### config.mk
export PLATFORM = sky130hd
export DESIGN_NAME = odo_cordic
export DESIGN_NICKNAME = d
export VERILOG_FILES = /design/src/hw/rtl/odo_pkg.sv /design/src/hw/rtl/odo_cordic.sv
export SDC_FILE = /design/constraint.sdc
export NUM_CORES = 1
export LEC_CHECK = 0
export BUFFER_PORTS_ARGS = -buffer_cell sky130_fd_sc_hd__buf_4
export CORE_MARGIN = 2
export CORE_UTILIZATION = 64
export CTS_BUF_LIST = sky130_fd_sc_hd__clkbuf_8
export CTS_CLUSTER_SIZE = 24
export DETAILED_ROUTE_END_ITERATION = 8
export GPL_ROUTABILITY_DRIVEN = 1
export GPL_TIMING_DRIVEN = 0
export HOLD_SLACK_MARGIN = 0.12
export PLACE_DENSITY = 0.84
export SETUP_SLACK_MARGIN = 0.4
export SYNTH_ARGS = -nofsm -noshare
export SYNTH_HDL_FRONTEND = slang
export SYNTH_SLANG_ARGS = --single-unit
export TNS_END_PERCENT = 10
### constraint.sdc
create_clock -name i_clk -period 8 [get_ports i_clk]
set_input_delay 0 -clock i_clk [delete_from_list [all_inputs] [get_ports i_clk]]
set_output_delay 0 -clock i_clk [all_outputs]
set_load 0.005 [all_outputs]
### src/hw/rtl/odo_pkg.sv
package odo_pkg;

    // CORDIC gain, converged value, Q1.30.
    localparam logic signed [31:0] CORDIC_GAIN = 32'sd652032874;
    localparam int unsigned ATAN_ENTRIES = 24;

    localparam logic signed [31:0] ANGLE_QUARTER = 32'sd1073741824;
    localparam logic signed [31:0] S32_MAX = 32'sh7FFF_FFFF;
    localparam logic signed [31:0] S32_MIN = 32'sh8000_0000;
    localparam logic signed [15:0] Q14_ONE = 16'sd16384;

    // Configuration register indexes.
    localparam logic [1:0] CFG_DIST_PER_COUNT    = 2'd0;
    localparam logic [1:0] CFG_HEADING_PER_COUNT = 2'd1;
    localparam logic [1:0] CFG_UPDATE_RATE       = 2'd2;

    localparam logic [23:0] DIST_PER_COUNT_RST    = 24'd3277;
    localparam logic [23:0] HEADING_PER_COUNT_RST = 24'd445000;
    localparam logic [23:0] UPDATE_RATE_RST       = 24'd12800;

    typedef enum logic [3:0] {
        ST_IDLE,
        ST_PREP,
        ST_MUL,
        ST_ACC,
        ST_POST,
        ST_MID,
        ST_ANG,
        ST_ROT,
        ST_SC,
        ST_HALF,
        ST_QUAT,
        ST_DONE
    } t_state;

    typedef enum logic [3:0] {
        OP_S,
        OP_P,
        OP_XLO,
        OP_XHI,
        OP_YLO,
        OP_YHI,
        OP_LLO,
        OP_LHI,
        OP_TLO,
        OP_THI
    } t_op;

    typedef struct packed {
        logic        initial_res;
        logic [63:0] stamp_out;
        logic [31:0] turn_rate;
        logic [31:0] linear_speed;
        logic [15:0] quat_w;
        logic [15:0] quat_z;
        logic [15:0] heading;
        logic [31:0] pos_y;
        logic [31:0] pos_x;
    } t_result;

    // Arc tangent of 2^-i as a binary angle, 2^31 = pi.
    function automatic logic signed [31:0] atan_entry(input logic [4:0] idx);
        logic signed [31:0] v;
        unique case (idx)
            5'd0:    v = 32'sd536870912;
            5'd1:    v = 32'sd316933406;
            5'd2:    v = 32'sd167458907;
            5'd3:    v = 32'sd85004756;
            5'd4:    v = 32'sd42667331;
            5'd5:    v = 32'sd21354465;
            5'd6:    v = 32'sd10680862;
            5'd7:    v = 32'sd5340245;
            5'd8:    v = 32'sd2670163;
            5'd9:    v = 32'sd1335087;
            5'd10:   v = 32'sd667544;
            5'd11:   v = 32'sd333772;
            5'd12:   v = 32'sd166886;
            5'd13:   v = 32'sd83443;
            5'd14:   v = 32'sd41722;
            5'd15:   v = 32'sd20861;
            5'd16:   v = 32'sd10430;
            5'd17:   v = 32'sd5215;
            5'd18:   v = 32'sd2608;
            5'd19:   v = 32'sd1304;
            5'd20:   v = 32'sd652;
            5'd21:   v = 32'sd326;
            5'd22:   v = 32'sd163;
            5'd23:   v = 32'sd81;
            default: v = 32'sd0;
        endcase
        return v;
    endfunction

endpackage

### src/hw/rtl/odo_cordic.sv
module odo_cordic #(
    parameter int STEPS = 16
) (
    input  logic               i_clk,
    input  logic               i_rst_n,
    input  logic               i_start,
    input  logic signed [31:0] i_angle,
    output logic               o_done,
    output logic signed [31:0] o_cos,
    output logic signed [31:0] o_sin
);

    localparam int IW = $clog2(STEPS);
    localparam logic [IW-1:0] LAST = IW'(STEPS - 1);

    logic signed [31:0] r_x;
    logic signed [31:0] r_y;
    logic signed [31:0] r_z;
    logic [IW-1:0]      r_i;
    logic               r_run;
    logic               r_done;

    logic signed [31:0] dx;
    logic signed [31:0] dy;
    logic signed [31:0] at;

    always_comb begin
        dx = r_y >>> r_i;
        dy = r_x >>> r_i;
        at = odo_pkg::atan_entry(5'(r_i));
    end

    always_ff @(posedge i_clk) begin
        if (!i_rst_n) begin
            r_run  <= 1'b0;
            r_done <= 1'b0;
            r_i    <= '0;
        end else begin
            r_done <= 1'b0;
            if (i_start) begin
                r_run <= 1'b1;
                r_i   <= '0;
            end else if (r_run) begin
                r_i <= r_i + 1'b1;
                if (r_i == LAST) begin
                    r_run  <= 1'b0;
                    r_done <= 1'b1;
                end
            end
        end
    end

    // One micro-rotation per cycle; the sign of the residual angle picks the direction.
    always_ff @(posedge i_clk) begin
        if (i_start) begin
            r_x <= odo_pkg::CORDIC_GAIN;
            r_y <= '0;
            r_z <= i_angle;
        end else if (r_run) begin
            if (!r_z[31]) begin
                r_x <= r_x - dx;
                r_y <= r_y + dy;
                r_z <= r_z - at;
            end else begin
                r_x <= r_x + dx;
                r_y <= r_y - dy;
                r_z <= r_z + at;
            end
        end
    end

    assign o_done = r_done;
    assign o_cos  = r_x;
    assign o_sin  = r_y;

endmodule

==> insert_results.sql <==
INSERT INTO impl_metrics (metric_group, metric, value, unit) VALUES
('status', 'status', 'finished clean', ''),
('job', 'max_cap_viol_count', '0', ''),
('power', 'p_seq_share', '16.9', '%'),
('critical_path', 'critPathCaptureType', 'register', ''),
('cts', 'numClockSinks', '132', ''),
('route', 'wl', '60400', 'um'),
('place', 'port_buffers', '99', ''),
('power', 'p_int', '3.52', 'mW'),
('global_routing', 'initial_antenna_violation_count', '2', ''),
('die', 'starting_density_of_the_core', '65.4', '%'),
('logic_synthesis', 'synth_cell_type_count', '92', ''),
('place', 'placedInstanceArea', '16600', 'um2'),
('logic_synthesis', 'synth-edff-count', '32', ''),
('route', 'dr_total_vias', '16500', ''),
('finish', 'n_antenna_cell', '0', ''),
('critical_path', 'timing.critical_path.from_type', 'register', ''),
('die', 'die-area', '25400', 'um2'),
('route', 'route.detailed.vias_per_inst', '7.11', ''),
('cts', 'clockBufferDepth', '2', ''),
('cts', 'clk_pin_slew_worst_paths', '0.09', 'ns'),
('finish', 'final_cell_mix', 'nor2_1 (199), nand2_1 (158), a21oi_1 (138)', ''),
('logic_synthesis', 'synth_cells', '1839', ''),
('logic_synthesis', 'ys_top_cells_by_area', 'dfxtp_1 (13%), ha_1 (9.1%), edfxtp_1 (6.2%)', ''),
('cts', 'clock_tree.htree_level_count', '4', ''),
('logic_synthesis', 'synth_top_area_share', '13.0', '%'),
('critical_path', 'critPathMostFrequentCell', 'clkbuf_1', ''),
('sta', 'final.setup.tns', '0', 'ns'),
('logic_synthesis', 'async_flop_share', '0', '%'),
('logic_synthesis', 'synth-seq-area-share', '19.2', '%'),
('sta', 'maxSlewHeadroom', '20.3', '%'),
('sta', 'finalCritPeriodShare', '92.8', '%'),
('finish', 'finish.net_count', '2142', ''),
('route', 'drc_violations_left', '0', ''),
('power', 'peakVddDrop', '0.444', 'mV'),
('sta', 'rsz0062_at_grt', 'yes', ''),
('die', 'rows', '56', ''),
('cts', 'cts_root_buffer', 'clkbuf_8', ''),
('die', 'core_area', '23600', 'um2'),
('sta', 'maxClockFrequency', '135', 'MHz'),
('global_routing', 'maximum_number_of_pins_on_one_net_before_global_route_repair', '33', ''),
('route', 'routedWlPerCell', '26.0', 'um'),
('logic_synthesis', 'per_instance_average_area_after_synthesis', '8.40', 'um2'),
('critical_path', 'critical_path_cell_by_cell', 'clkbuf_1 > buf_4 > buf_4 > clkbuf_1 > clkbuf_1 > clkbuf_2 > nand2_1 > o21ai_0 > ha_1 > and4_1 > clkbuf_1 > a21oi_1 > xnor2_1 > ha_1 > a211oi_1 > o21a_1 > nand2b_1 > a22oi_1 > a2111oi_0 > o31ai_1 > o21bai_1 > a21oi_1 > mux2_2 > a31o_2', ''),
('cts', 'worstSkewPairLatency', '0.50', 'ns'),
('global_routing', 'global_route_total_overflow', '0', ''),
('finish', 'syn_to_final_growth', '12.3', '%'),
('power', 'power.combinational.fraction', '74.2', '%'),
('power', 'leakage', '7.45', 'nW'),
('logic_synthesis', 'synth_top_area_cell', 'dfxtp_1', ''),
('route', 'final_antenna_net_count', '0', ''),
('logic_synthesis', 'ys_seq_elements', '132', ''),
('route', 'drt_iter0_markers', '2724', ''),
('critical_path', 'worst_path_fanout_max', '10', ''),
('logic_synthesis', 'mappedNetlistNets', '1989', ''),
('route', 'detailedRoute.firstPassIterationCount', '8', ''),
('global_routing', 'grt_first_pass_wirelength', '91100', 'um'),
('place', 'hpwl', '43800', 'um'),
('critical_path', 'critical-path-slowest-cell', 'o31ai_1', ''),
('critical_path', 'cpPeakStageDelay', '0.61', 'ns'),
('power', 'power.density_cell_area', '422', 'nW/um2'),
('critical_path', 'worst-endpoint-required', '8.38', 'ns'),
('finish', 'fin_area', '17400', 'um2'),
('cts', 'tritoncts_clock_tree', 'yes', ''),
('cts', 'cts_buffer_count', '17', ''),
('logic_synthesis', 'yosysWarningCount', '0', ''),
('critical_path', 'critical_path_arrival', '7.81', 'ns'),
('critical_path', 'rrSetupSlack', '0.57', 'ns'),
('power', 'p_sw', '3.80', 'mW'),
('power', 'switching_share', '51.9', '%'),
('sta', 'timing.clock.skew', '0.0304', 'ns'),
('critical_path', 'crit-reg2reg-launch', 'r_i[3]$_SDFFE_PP0P_', '');
-- final cells by class --
cell class,instances,area (um2)
Timing Repair Buffer,134,1090
Inverter,48,180
Tap cell,319,399
Buffer,96,529
Clock inverter,14,163
Clock buffer,18,248
Fill cell,1756,6250
Multi-Input combinational cell,1563,11800
Sequential cell,132,2960
-- layer usage --
metal,track usage [%],wire [um]
met2,68.5,25000
met1,63.2,23900
met5,0,46
met4,18.2,2840
met3,13.9,8670
-- worst min-delay path by stage --
stage                      from           endpoint  slack, ns  cells past startpoint
detailed placement      i_rst_n   r_run$_SDFF_PN0_       0.24                      2
CTS                 i_angle[22]  r_z[22]$_DFFE_PP_       0.33                      4
global placement        i_rst_n   r_run$_SDFF_PN0_       0.23                      2
global route        i_angle[21]  r_z[21]$_DFFE_PP_       0.37                      4
floorplan               i_rst_n   r_run$_SDFF_PN0_       0.13                      1
finish              i_angle[16]  r_z[16]$_DFFE_PP_       0.34                      4
-- what timing repair did --
item	in CTS	in global routing
endpoints found under the setup margin	0	3
hold buffers	35	0
gates resized for setup	0	3
hold endpoints to repair	39	0
-- flip-flops by register name (all words and copies together), names as in the netlist --
register / cells
at: 30
r_run: 1
o_done: 1
r_z: 32
r_i: 4
o_sin: 32
o_cos: 32
-- per-stage QoR --
step                      setup slack, ns  power [mW]  hold WS (ns)  cells
final                               0.574        7.32         0.336   2324
after global routing                0.421        7.76         0.370   2324
after CTS                           0.807        7.05         0.331   2324
after detailed placement            0.923        6.36         0.239   2257
after global placement              0.922        6.19         0.228   2257
after floorplan                      2.47        5.00         0.128   1839
-- worst max-delay path, delay by kind of cell, from the launching register on --
family | cells | cell delay (ns)
buf+inv | 7 | 2.67
compound gates | 10 | 2.51
fa+ha+maj | 2 | 0.73
simple gates | 3 | 0.39
mux | 1 | 0.36
xor+xnor | 1 | 0.34
flops | 1 | 0.32
-- cell families (layout without fill, tap and decap cells) --
logic type	count (synthesis)	count (layout)	synth area share, %
XOR/XNOR	161	161	9.12
AO/OA/AOI/OAI	523	523	22.2
flip-flops	132	132	19.2
adder cells (fa/ha/maj)	115	115	9.46
buffers and inverters	144	310	4.57
AND/OR/NAND/NOR	565	565	17.0
multiplexers	199	199	18.4
-- synthesized netlist by cell type (8+ instances only) --
master    instances
a211oi_1         26
a21boi_0          8
a21o_1           44
a21oi_1         138
a221o_1           8
a31o_2            8
a31oi_1          20
and2_1           22
and3_1           11
buf_1            11
buf_2            16
buf_4            13
clkbuf_1         47
dfxtp_1         100
edfxtp_1         32
ha_1            112
inv_1            44
mux2_2           52
mux2i_1          89
mux4_1           28
mux4_2           26
nand2_1         159
nand2b_1         21
nand3_1          38
nor2_1          199
nor2b_1          24
nor3_1           33
o211ai_1         14
o21a_1           21
o21ai_0         112
o21bai_1         17
o31ai_1          15
or2_2             8
xnor2_1          92
xor2_1           69
-- power by group through the flow --
stage | logic (mW) | clock network (mW) | registers [mW]
final | 5.43 | 0.654 | 1.24
after global routing | 5.85 | 0.667 | 1.25
after CTS | 5.20 | 0.638 | 1.21
after detailed placement | 5.14 | 0 | 1.22
after global placement | 4.97 | 0 | 1.21
after floorplan | 3.90 | 0 | 1.10
Note: power is estimated with default switching activity, not from simulation.
